`src/hw/rtl/whp_pkg.sv`:
```
// ----------------------------------------------------------------------------
// whp_pkg
// Shared types and codes of the streaming WAV header parser.
// ----------------------------------------------------------------------------
package whp_pkg;

	// chunk and file tags as they build up little-endian in a 32-bit shift word
	localparam logic [31:0] TAG_RIFF = 32'h4646_4952;
	localparam logic [31:0] TAG_WAVE = 32'h4556_4157;
	localparam logic [31:0] TAG_FMT  = 32'h2074_6D66;
	localparam logic [31:0] TAG_DATA = 32'h6174_6164;

	// only plain pcm at this sample width goes through
	localparam logic [15:0] PCM_FORMAT = 16'd1;
	localparam logic [15:0] PCM_BITS   = 16'd16;

	// entries in each of the two small queues
	localparam int unsigned Q_DEPTH = 2;

	// result status codes
	typedef enum logic [2:0] {
		ST_HEADER  = 3'd0,
		ST_PAYLOAD = 3'd1,
		ST_ACCEPT  = 3'd2,
		ST_REJECT  = 3'd3,
		ST_TRUNC   = 3'd4,
		ST_IGNORE  = 3'd5
	} status_t;

	// reject reason codes
	typedef enum logic [2:0] {
		RSN_NONE    = 3'd0,
		RSN_NO_RIFF = 3'd1,
		RSN_NO_WAVE = 3'd2,
		RSN_NOT_PCM = 3'd3,
		RSN_NOT_16  = 3'd4,
		RSN_NO_DATA = 3'd5
	} reason_t;

	// one stream byte with its framing marks
	typedef struct packed {
		logic [7:0] in_byte;
		logic       first_byte;
		logic       last_byte;
	} in_item_t;

	// one result per stream byte
	typedef struct packed {
		logic [2:0]  status;
		logic [2:0]  reject_reason;
		logic [7:0]  payload_byte;
		logic        payload_end;
		logic [15:0] channels;
		logic [31:0] sample_rate;
		logic [31:0] payload_left;
	} out_item_t;

endpackage

```
`src/hw/rtl/whp_in_q.sv`:
```
// ----------------------------------------------------------------------------
// whp_in_q
// Front end: two-entry byte queue that takes stream bytes from the source
// and presents the oldest one to the parser.
// ----------------------------------------------------------------------------
module whp_in_q (
	input  logic              clk,
	input  logic              arst_n,
	input  logic              push,
	output logic              full,
	input  whp_pkg::in_item_t wr_item,
	output logic              rd_valid,
	output whp_pkg::in_item_t rd_item,
	input  logic              rd_take
);
	import whp_pkg::*;

	in_item_t   mem_q [Q_DEPTH];
	logic       wr_ptr_q;
	logic       rd_ptr_q;
	logic [1:0] count_q;
	logic       do_wr;
	logic       do_rd;

	assign full     = (count_q == 2'(Q_DEPTH));
	assign rd_valid = (count_q != 2'd0);
	assign rd_item  = mem_q[rd_ptr_q];
	assign do_wr    = push && !full;
	assign do_rd    = rd_take && rd_valid;

	// queue storage
	always_ff @(posedge clk) begin
		if (do_wr) begin
			mem_q[wr_ptr_q] <= wr_item;
		end
	end

	// pointers and fill count
	always_ff @(posedge clk or negedge arst_n) begin
		if (!arst_n) begin
			wr_ptr_q <= 1'b0;
			rd_ptr_q <= 1'b0;
			count_q  <= 2'd0;
		end else begin
			if (do_wr) begin
				wr_ptr_q <= !wr_ptr_q;
			end
			if (do_rd) begin
				rd_ptr_q <= !rd_ptr_q;
			end
			case ({do_wr, do_rd})
				2'b10:   count_q <= count_q + 2'd1;
				2'b01:   count_q <= count_q - 2'd1;
				default: count_q <= count_q;
			endcase
		end
	end

endmodule

```
`src/hw/rtl/whp_parser.sv`:
```
// ----------------------------------------------------------------------------
// whp_parser
// Back end: walks the RIFF/WAVE structure one byte per cycle unless stalled;
// captures the fmt fields, gates the data chunk and forms one result per byte.
// ----------------------------------------------------------------------------
module whp_parser (
	input  logic               clk,
	input  logic               arst_n,
	input  logic               in_valid,
	input  whp_pkg::in_item_t  in_item,
	output logic               in_take,
	input  logic               out_ready,
	output logic               out_push,
	output whp_pkg::out_item_t out_item
);
	import whp_pkg::*;

	typedef enum logic [2:0] {
		PH_RIFF,
		PH_HDR,
		PH_BODY,
		PH_PAD,
		PH_PAYLOAD,
		PH_DONE
	} phase_t;

	phase_t      phase_q;
	logic [31:0] offset_q;
	logic [31:0] tag_q;
	logic [31:0] len_q;
	logic [15:0] fmt_q;
	logic [15:0] chan_q;
	logic [31:0] rate_q;
	logic [15:0] bits_q;
	logic [31:0] remain_q;
	logic        pad_q;

	// state as seen by this byte (a first byte restarts from reset)
	phase_t      ph_c;
	logic [31:0] off_c;
	logic [31:0] tag_c;
	logic [31:0] len_c;
	logic [15:0] fmt_c;
	logic [15:0] chan_c;
	logic [31:0] rate_c;
	logic [15:0] bits_c;
	logic [31:0] rem_c;
	logic        pad_c;

	// next state
	phase_t      ph_n;
	logic [31:0] off_n;
	logic [31:0] tag_n;
	logic [31:0] len_n;
	logic [15:0] fmt_n;
	logic [15:0] chan_n;
	logic [31:0] rate_n;
	logic [15:0] bits_n;
	logic [31:0] rem_n;
	logic        pad_n;

	status_t     st;
	reason_t     rsn;
	logic [7:0]  pbyte;
	logic        pend;
	logic [7:0]  b;
	logic        fire;

	assign fire     = in_valid && out_ready;
	assign in_take  = fire;
	assign out_push = fire;
	assign b        = in_item.in_byte;

	// byte step
	always_comb begin
		if (in_item.first_byte) begin
			ph_c   = PH_RIFF;
			off_c  = '0;
			tag_c  = '0;
			len_c  = '0;
			fmt_c  = '0;
			chan_c = '0;
			rate_c = '0;
			bits_c = '0;
			rem_c  = '0;
			pad_c  = 1'b0;
		end else begin
			ph_c   = phase_q;
			off_c  = offset_q;
			tag_c  = tag_q;
			len_c  = len_q;
			fmt_c  = fmt_q;
			chan_c = chan_q;
			rate_c = rate_q;
			bits_c = bits_q;
			rem_c  = remain_q;
			pad_c  = pad_q;
		end

		ph_n   = ph_c;
		off_n  = off_c;
		tag_n  = tag_c;
		len_n  = len_c;
		fmt_n  = fmt_c;
		chan_n = chan_c;
		rate_n = rate_c;
		bits_n = bits_c;
		rem_n  = rem_c;
		pad_n  = pad_c;
		st     = ST_IGNORE;
		rsn    = RSN_NONE;
		pbyte  = 8'd0;
		pend   = 1'b0;

		case (ph_c)
			PH_RIFF: begin
				st    = ST_HEADER;
				tag_n = {b, tag_c[31:8]};
				if (off_c == 32'd3 && tag_n != TAG_RIFF) begin
					st   = ST_REJECT;
					rsn  = RSN_NO_RIFF;
					ph_n = PH_DONE;
				end else if (off_c == 32'd11) begin
					if (tag_n != TAG_WAVE) begin
						st   = ST_REJECT;
						rsn  = RSN_NO_WAVE;
						ph_n = PH_DONE;
					end else begin
						ph_n  = PH_HDR;
						off_n = '0;
					end
				end else begin
					off_n = off_c + 32'd1;
				end
			end
			PH_HDR: begin
				st = ST_HEADER;
				if (off_c < 32'd4) begin
					tag_n = {b, tag_c[31:8]};
				end else begin
					len_n = {b, len_c[31:8]};
				end
				if (off_c != 32'd7) begin
					off_n = off_c + 32'd1;
				end else begin
					off_n = '0;
					if (tag_n == TAG_DATA) begin
						if (fmt_c != PCM_FORMAT) begin
							st   = ST_REJECT;
							rsn  = RSN_NOT_PCM;
							ph_n = PH_DONE;
						end else if (bits_c != PCM_BITS) begin
							st   = ST_REJECT;
							rsn  = RSN_NOT_16;
							ph_n = PH_DONE;
						end else begin
							st    = ST_ACCEPT;
							rem_n = len_n;
							ph_n  = (len_n != '0) ? PH_PAYLOAD : PH_DONE;
							if (in_item.last_byte && len_n != '0) begin
								st = ST_TRUNC;
							end
						end
					end else begin
						if (tag_n == TAG_FMT) begin
							fmt_n  = '0;
							chan_n = '0;
							rate_n = '0;
							bits_n = '0;
						end
						pad_n = len_n[0];
						ph_n  = (len_n != '0) ? PH_BODY : PH_HDR;
					end
				end
			end
			PH_BODY: begin
				st = ST_HEADER;
				// fmt field capture, little-endian
				if (tag_c == TAG_FMT && off_c[31:4] == 28'd0) begin
					case (off_c[3:0])
						4'd0:    fmt_n[7:0]    = fmt_c[7:0] | b;
						4'd1:    fmt_n[15:8]   = fmt_c[15:8] | b;
						4'd2:    chan_n[7:0]   = chan_c[7:0] | b;
						4'd3:    chan_n[15:8]  = chan_c[15:8] | b;
						4'd4:    rate_n[7:0]   = rate_c[7:0] | b;
						4'd5:    rate_n[15:8]  = rate_c[15:8] | b;
						4'd6:    rate_n[23:16] = rate_c[23:16] | b;
						4'd7:    rate_n[31:24] = rate_c[31:24] | b;
						4'd14:   bits_n[7:0]   = bits_c[7:0] | b;
						4'd15:   bits_n[15:8]  = bits_c[15:8] | b;
						default: fmt_n = fmt_c;
					endcase
				end
				if (off_c == len_c - 32'd1) begin
					off_n = '0;
					ph_n  = pad_c ? PH_PAD : PH_HDR;
				end else begin
					off_n = off_c + 32'd1;
				end
			end
			PH_PAD: begin
				st    = ST_HEADER;
				pad_n = 1'b0;
				off_n = '0;
				ph_n  = PH_HDR;
			end
			PH_PAYLOAD: begin
				rem_n = rem_c - 32'd1;
				pbyte = b;
				st    = ST_PAYLOAD;
				if (rem_n == '0) begin
					pend = 1'b1;
					ph_n = PH_DONE;
				end else if (in_item.last_byte) begin
					st = ST_TRUNC;
				end
			end
			default: begin
				st = ST_IGNORE;
			end
		endcase

		// end of stream
		if (in_item.last_byte) begin
			if (st == ST_HEADER) begin
				st  = ST_REJECT;
				rsn = RSN_NO_DATA;
			end
			ph_n = PH_DONE;
		end
	end

	// result for this byte
	always_comb begin
		out_item.status        = st;
		out_item.reject_reason = rsn;
		out_item.payload_byte  = pbyte;
		out_item.payload_end   = pend;
		out_item.channels      = chan_n;
		out_item.sample_rate   = rate_n;
		out_item.payload_left  = rem_n;
	end

	// parser state
	always_ff @(posedge clk or negedge arst_n) begin
		if (!arst_n) begin
			phase_q  <= PH_RIFF;
			offset_q <= '0;
			tag_q    <= '0;
			len_q    <= '0;
			fmt_q    <= '0;
			chan_q   <= '0;
			rate_q   <= '0;
			bits_q   <= '0;
			remain_q <= '0;
			pad_q    <= 1'b0;
		end else if (fire) begin
			phase_q  <= ph_n;
			offset_q <= off_n;
			tag_q    <= tag_n;
			len_q    <= len_n;
			fmt_q    <= fmt_n;
			chan_q   <= chan_n;
			rate_q   <= rate_n;
			bits_q   <= bits_n;
			remain_q <= rem_n;
			pad_q    <= pad_n;
		end
	end

endmodule

```
`src/hw/rtl/whp_out_q.sv`:
```
// ----------------------------------------------------------------------------
// whp_out_q
// Two-entry result queue between the parser and the result consumer.
// ----------------------------------------------------------------------------
module whp_out_q (
	input  logic               clk,
	input  logic               arst_n,
	input  logic               wr_en,
	input  whp_pkg::out_item_t wr_item,
	output logic               wr_ready,
	output logic               empty,
	input  logic               pop,
	output whp_pkg::out_item_t rd_item
);
	import whp_pkg::*;

	out_item_t  mem_q [Q_DEPTH];
	logic       wr_ptr_q;
	logic       rd_ptr_q;
	logic [1:0] count_q;
	logic       do_wr;
	logic       do_rd;

	assign empty    = (count_q == 2'd0);
	assign do_rd    = pop && !empty;
	// a slot frees up in the same cycle when the consumer takes the head
	assign wr_ready = (count_q != 2'(Q_DEPTH)) || do_rd;
	assign do_wr    = wr_en && wr_ready;
	assign rd_item  = mem_q[rd_ptr_q];

	// queue storage
	always_ff @(posedge clk) begin
		if (do_wr) begin
			mem_q[wr_ptr_q] <= wr_item;
		end
	end

	// pointers and fill count
	always_ff @(posedge clk or negedge arst_n) begin
		if (!arst_n) begin
			wr_ptr_q <= 1'b0;
			rd_ptr_q <= 1'b0;
			count_q  <= 2'd0;
		end else begin
			if (do_wr) begin
				wr_ptr_q <= !wr_ptr_q;
			end
			if (do_rd) begin
				rd_ptr_q <= !rd_ptr_q;
			end
			case ({do_wr, do_rd})
				2'b10:   count_q <= count_q + 2'd1;
				2'b01:   count_q <= count_q - 2'd1;
				default: count_q <= count_q;
			endcase
		end
	end

endmodule

```
`src/hw/rtl/wav_header_parser_top.sv`:
```
// ----------------------------------------------------------------------------
// wav_header_parser_top
// Streaming RIFF/WAVE header parser and payload gate, one byte in and one
// result out per transfer.
//
//   channel  | direction | handshake         | payload
//   ---------+-----------+-------------------+----------------------------
//   item     | in        | push / full       | in_item_t  (byte + marks)
//   result   | out       | empty / pop       | out_item_t (status, fields)
//
// One byte per cycle sustained while the consumer keeps popping; a byte is
// registered in the input queue and its result in the result queue, from
// which it can be popped. The parser state update (tag compare, 32-bit chunk
// offset compare and count-down) is combinational for each byte.
// Reset returns the parser to the RIFF tag phase and empties both queues.
// A stalled consumer fills the result queue, then the input queue, after
// which full rises; no transfer is lost or repeated.
// ----------------------------------------------------------------------------
module wav_header_parser_top (
	input  logic               clk,
	input  logic               arst_n,
	input  logic               push,
	output logic               full,
	input  whp_pkg::in_item_t  item,
	output logic               empty,
	input  logic               pop,
	output whp_pkg::out_item_t result
);
	import whp_pkg::*;

	logic      q_valid;
	in_item_t  q_item;
	logic      q_take;
	logic      res_ready;
	logic      res_push;
	out_item_t res_item;

	// input queue
	whp_in_q u_in_q (
		.clk      (clk),
		.arst_n   (arst_n),
		.push     (push),
		.full     (full),
		.wr_item  (item),
		.rd_valid (q_valid),
		.rd_item  (q_item),
		.rd_take  (q_take)
	);

	// parser engine
	whp_parser u_parser (
		.clk       (clk),
		.arst_n    (arst_n),
		.in_valid  (q_valid),
		.in_item   (q_item),
		.in_take   (q_take),
		.out_ready (res_ready),
		.out_push  (res_push),
		.out_item  (res_item)
	);

	// result queue
	whp_out_q u_out_q (
		.clk      (clk),
		.arst_n   (arst_n),
		.wr_en    (res_push),
		.wr_item  (res_item),
		.wr_ready (res_ready),
		.empty    (empty),
		.pop      (pop),
		.rd_item  (result)
	);

endmodule
```
`config.mk`:
```
export PLATFORM = sky130hd
export DESIGN_NAME = wav_header_parser_top
export DESIGN_NICKNAME = d
export VERILOG_FILES = /design/src/hw/rtl/whp_pkg.sv /design/src/hw/rtl/whp_in_q.sv /design/src/hw/rtl/whp_parser.sv /design/src/hw/rtl/whp_out_q.sv /design/src/hw/rtl/wav_header_parser_top.sv
export SDC_FILE = /design/constraint.sdc
export NUM_CORES = 1
export LEC_CHECK = 0
export BUFFER_PORTS_ARGS = -buffer_cell sky130_fd_sc_hd__clkbuf_2
export CAP_MARGIN = 20
export CORE_MARGIN = 3
export CORE_UTILIZATION = 55
export DETAILED_ROUTE_END_ITERATION = 8
export PLACE_DENSITY = 0.81
export RECOVER_POWER = 100
export SLEW_MARGIN = 20
export SYNTH_ARGS = -nofsm -noshare
export SYNTH_HDL_FRONTEND = slang
export SYNTH_HIERARCHICAL = 1
export SYNTH_SLANG_ARGS = --single-unit
```
`constraint.sdc`:
```
create_clock -name clk -period 9.85 [get_ports clk]
set_clock_uncertainty 0.15 [all_clocks]
set_input_delay 0 -clock clk [delete_from_list [all_inputs] [get_ports clk]]
set_output_delay 0 -clock clk [all_outputs]
set_load 0.005 [all_outputs]
```
; ---- Yosys cells after proc, flatten, opt, wreduce, memory -nomap -nowiden
; Memories as Yosys holds them, arrays and structs flattened.
; Cells that the tools add are included.
[op_classes]
n_mux = 106
bitwise = 10
reduce_logical = 26
addsub = 7
n_eq_ne = 30
magnitude_cmp = 1
[op_table]
columns = operator, count
row1 = $mux 32, 23
row2 = $mux 16, 15
row3 = $pmux 32 s2, 3
row4 = $pmux 32 s4, 1
row5 = $pmux 16 s2, 3
row6 = $mux 3, 30
row7 = $mux 8, 11
row8 = $or 8x8->8, 10
row9 = $eq 32x30->1 const B, 2
row10 = $ne 32x31->1 const B, 2
row11 = $sub 32x1->32 const B, 2
row12 = $add 32x1->32 const B, 1
row13 = $eq 32x2->1 const B, 1
row14 = $eq 32x31->1 const B, 1
row15 = $eq 32x32->1, 1
row16 = $eq 32x4->1 const B, 1
row17 = $logic_not 32->1, 1
row18 = $lt 32x3->1 const B, 1
row19 = $ne 32x3->1 const B, 1
row20 = $reduce_bool 32->1, 1
row21 = $logic_not 28->1, 1
row22 = $eq 4x3->1 const B, 4
row23 = $ne 16x1->1 const B, 1
row24 = $ne 16x5->1 const B, 1
row25 = other kinds (26), 62
[word_totals]
register_bits = 220
word_cells = 198
memories = 2
ram_bits = 210
input_bits = 14
[mem_list]
columns = name, depth, width, read_ports, rd_clocked_by_memory_dff, write_ports, line
row1 = u_out_q.mem_q, 2, 95, 1, 0, 1, whp_out_q.sv:17  ; out_item_t mem_q [Q_DEPTH];
row2 = u_in_q.mem_q, 2, 10, 1, 0, 1, whp_in_q.sv:18  ; in_item_t mem_q [Q_DEPTH];

; ---- Depth between registers and ports, before layout
; An unclocked memory read counts as a cell.
[logic_depth]
ltp_word = 16
mapped_depth = 24

; ---- Modules after synthesis
; Netlist, hierarchy kept.
[by_module_without_submodules]
columns = module, n_inst, cells_per_inst, area_per_inst_um2, seq_area_each_um2
row1 = whp_parser, 1, 1845, 14550.2, 5305.1
row2 = whp_out_q, 1, 313, 7221.9, 5805.6
row3 = whp_in_q, 1, 49, 917.1, 700.7

; ---- Worst setup path after synthesis
; Ideal clock, no wire load.
[synth_path]
path_kind = register to register
start = register u_out_q.count_q[1]
end = memory u_out_q/mem_q[0][0] (netlist name), enable pin
setup_ns = 0.551
arrival_ns = 5.631
setup_slack_ns = 3.518
n_path_buf = 3
path_stages_with_launch = 9
path_cell_list = dfrtp_1 -> or3b_4 -> nand2_1 -> clkinv_1 -> clkbuf_1 -> buf_1 -> buf_4 -> nand2_4 -> nor2_1
[synth_via]
elab_chain_len = 8
word_cells_on_any_way = 9
[synth_lines]
columns = element, line
row1 = start: declaration, whp_out_q.sv:20  ; logic [1:0] count_q;
row2 = start signal: assignment, whp_out_q.sv:52  ; 2'b10: count_q <= count_q + 2'd1;
row3 = start signal: assignment, whp_out_q.sv:53  ; 2'b01: count_q <= count_q - 2'd1;
row4 = start signal: assignment, whp_out_q.sv:54  ; default: count_q <= count_q;
row5 = $logic_not 2->1, whp_out_q.sv:24  ; assign empty = (count_q == 2'd0);
row6 = $logic_not 1->1, whp_out_q.sv:25  ; assign do_rd = pop && !empty;
row7 = $logic_and 1x1->1, whp_out_q.sv:25
row8 = $logic_or 1x1->1 *, whp_out_q.sv:27  ; assign wr_ready = (count_q != 2'(Q_DEPTH)) || do_rd;
row9 = net res_ready, wav_header_parser_top.sv:34  ; logic res_ready;
row10 = $logic_and 1x1->1 *, whp_parser.sv:69  ; assign fire = in_valid && out_ready;
row11 = net q_take, wav_header_parser_top.sv:33  ; logic q_take;
row12 = $logic_and 1x1->1 *, whp_out_q.sv:28  ; assign do_wr = wr_en && wr_ready;
row13 = $mux 1 *, whp_out_q.sv:33  ; if (do_wr) begin
row14 = $mux 1 (implied by the code) *, whp_out_q.sv:34  ; mem_q[wr_ptr_q] <= wr_item;
row15 = end: declaration, whp_out_q.sv:17
; Mark *: on every way through the listed nets, which the timed path passes. The rest lies on a longest branch.

==> results_dict.tcl <==
set metrics [dict create \
    run_status "complete, but fails checks" \
    failed_checks "max-capacitance violations, max-slew violations" \
    finalHoldViolCount 0 \
    critPathSlowestCell "clkbuf_1" \
    grt_pass1_wl_um 104000 \
    p_int_mw 4.61 \
    grt_pass1_vias 18356 \
    power_mw 7.90 \
    rsz0062_at_grt "false" \
    io_buffers 110 \
    synth_common_cells "323 x nand2_1, 257 x o21ai_0, 220 x dfrtp_1" \
    path_common_cell "clkbuf_1" \
    maxCapViolations 14 \
    ant_nets 0 \
    yosys.area.top_type "edfxtp_1" \
    rr_startpoint "u_in_q/rd_ptr_q" \
    yosysWarningCount 6 \
    overflow 0 \
    rows 73 \
    synth_nets 2230 \
    slew_viol_final 634 \
    synth_area_leaders "edfxtp_1 28%, dfrtp_1 24%, o21ai_0 5.7%" \
    fin_setup_tns_ns 0 \
    synthArstFlopShare_pct 51.2 \
    synth.top_cell.area_share_pct 27.8 \
    critPathMaxStageDelay_ns 1.34 \
    worst_slew_pin_slew_ns 4.66 \
    routedWlPerCell_um 23.7 \
    syn2layout_area_growth_pct 8.69 \
    finalSetupViolations 0 \
    cp_max_fo 71 \
    seq_area_frac_synth_pct 52.1 \
    cts_resized 0 \
    clock_path_buffers 3 \
    fmax_ghz 0.130 \
    fillers 3215 \
    min_from "item[6]" \
    clockRootBuffer "clkbuf_16" \
    grt_use_total_pct 29.6 \
    cts_tree "built" \
    dr.pass1.iters 6 \
    ir_worst_vdd_uv 228 \
    synth_cell_type_count 100 \
    powerDensity_mw_per_mm2 321 \
    required_ns 10.14 \
    relSlewSlack_pct -210 \
    syn_area_per_cell_um2 10.3 \
    hold_ws_ns 0.0313 \
    p_sw_share_pct 41.7 \
    critPathBufInv 3 \
    via_count 19083 \
    p_switching_mw 3.29 \
    cts_buffers 44 \
    synthesis.area_mm2 0.0227 \
    drive_above_1_share_pct 10.9 \
    syn_inst 2207 \
    dp.final_hpwl_um 43700 \
    synth_ff_type "dfrtp_1" \
    endpoint_kind "flop" \
    finalNonFillerCells 2810 \
    totalWireLength_um 66600 \
    drt_iter0_markers 2845 \
    drc 0 \
    grt_antenna_before_repair 0 \
    globalplace.congestion 0.980 \
    yosysMostFrequentCell "nand2_1" \
    diodes 0 \
    nets 2273 \
    dieArea_mm2 0.0437 \
    power_frac_clock_pct 20.7 \
    viasPerCell 6.79 \
    numClockSinks 430 \
    whs_endpoint "u_in_q/mem_q[0][6]" \
    ff2ff_path_depth 11 \
    pwr-share-seq_pct 38.1 \
    grt_max_degree 82 \
    dieWidth_um 209 \
    min_path_cells 2 \
    synth_edf_count 210 \
    crit_type "flop to flop" \
    start_util_pct 56.3 \
    path_clk_slew_ns 0.06 \
    r2r_setup_slack_ns 2.18 \
    ios 111 \
    coreArea_mm2 0.0403 \
    worstReg2RegEnd "u_parser/remain_q[30]" \
    h-tree-depth 2 \
    die_y_um 209 \
    worst_setup_path_start_kind "flop" \
    worstHoldPathType "primary input to flop" \
    ys_ff_latch 430 \
    arrival_ns 7.96 \
    crit_family "buffers and inverters" \
    fin_crit_ns 7.67 \
    period_share_pct 77.8 \
    dp_cells 2711 \
    clk_latency_ns 0.58 \
    comb_power_share_pct 41.2 \
    p_leak_nw 9.43 \
    cp_cell_sequence "mux2_1 > buf_4 > a31oi_1 > clkbuf_1 > nor2_1 > o22ai_1 > nor4_4 > clkbuf_1 > o21ai_0 > a211o_1 > mux2_2" \
]
-- worst register-to-register path, delay by kind of cell (launching register included) --
family | cells | cell delay, ns
buf+inv | 3 | 2.80
flops | 1 | 0.64
mux | 2 | 1.07
simple gates | 2 | 0.64
compound gates | 4 | 2.24
-- power by group through the flow --
stage,registers (mW),clock network (mW),logic (mW)
after floorplan,2.84,0,2.40
final,3.01,1.63,3.26
after global placement,2.98,0,3.25
after CTS,3.00,1.65,3.36
after global routing,3.07,1.73,3.49
after detailed placement,3.02,0,3.32
-- registers in the layout, summed over array words and instances, names as in the netlist --
name,flops
u_out_q/mem_q,190
u_parser/len_q,32
u_parser/offset_q,32
u_parser/rate_q,32
u_parser/remain_q,32
u_parser/tag_q,32
u_in_q/mem_q,20
u_parser/bits_q,16
u_parser/chan_q,16
u_parser/fmt_q,16
u_parser/phase_q,3
u_in_q/count_q,2
u_out_q/count_q,2
u_in_q/rd_ptr_q,1
u_in_q/wr_ptr_q,1
u_out_q/rd_ptr_q,1
u_out_q/wr_ptr_q,1
u_parser/pad_q,1
-- worst max path at each step --
stage / from / end / slack, ns / cells after the start
CTS: u_in_q/rd_ptr_q / u_parser/chan_q[14] / 4.34 / 14
finish: u_in_q/rd_ptr_q / u_parser/remain_q[30] / 2.18 / 11
global placement: u_in_q/rd_ptr_q / u_parser/chan_q[13] / 4.68 / 14
global route: u_in_q/rd_ptr_q / u_parser/remain_q[30] / 2.04 / 11
detailed placement: u_in_q/rd_ptr_q / u_parser/bits_q[5] / 4.43 / 14
floorplan: u_out_q/count_q[1] / u_out_q/mem_q[0][0] / 3.52 / 8
-- cell families (layout without fill, tap and decap cells) --
kind of cell	Yosys count	count (layout)	synth area share [%]
AOI/OAI and AO/OA	591	591	16.7
xor gates and xnor gates	50	50	1.93
adders and majority gates	9	9	0.496
buffers and inverters	201	279	3.99
DFF	430	430	52.1
muxes	132	132	7.15
and+or+nand+nor	794	794	17.7
-- final cells by class --
class / instances / area, µm² / share of cell area (%)
clock inverters: 22 / 220 / 0.893
clock buffers: 59 / 1170 / 4.73
repair buffers: 156 / 855 / 3.47
well taps: 525 / 657 / 2.66
inverters: 42 / 158 / 0.639
multi-input cells: 1576 / 9790 / 39.7
flip-flops and latches: 430 / 11800 / 47.9
-- layout by cell type (no fill, tap or decap), types with 39 or more instances in the layout --
cell type    n
a21oi_1     66
a22oi_1     42
clkbuf_1    61
clkbuf_16   44
clkbuf_2    73
dfrtp_1    220
edfxtp_1   210
inv_1       41
mux2_1      58
mux2_2      59
nand2_1    323
nand3_1     65
nor2_1     116
nor3_1      49
nor4_1      39
o21ai_0    262
-- per-stage QoR --
step | cell area (µm²) | setup WS, ns | util [%]
after floorplan | 22700 | 3.52 | -
after global placement | 23400 | 4.68 | 58.1
after detailed placement | 23400 | 4.43 | 58.1
after CTS | 25000 | 4.34 | 62.1
after global routing | 24700 | 2.04 | 61.2
final | 24700 | 2.18 | 61.2
-- repair_timing --
item                                   4_1_cts  5_1_grt
hold buffers                                18        0
setup buffers                                0        0
endpoints found under the hold margin      127        0
-- layer usage --
metal  GRT usage, %  wire length [µm]  vias up
li1               -                 -     8330
met1           40.4             26300     9306
met2           46.6             30600     1224
met3           5.70              6600      223
met4           13.0              3010        0
met5              0                 0        -
No activity file was read; power rests on OpenSTA's default activity.
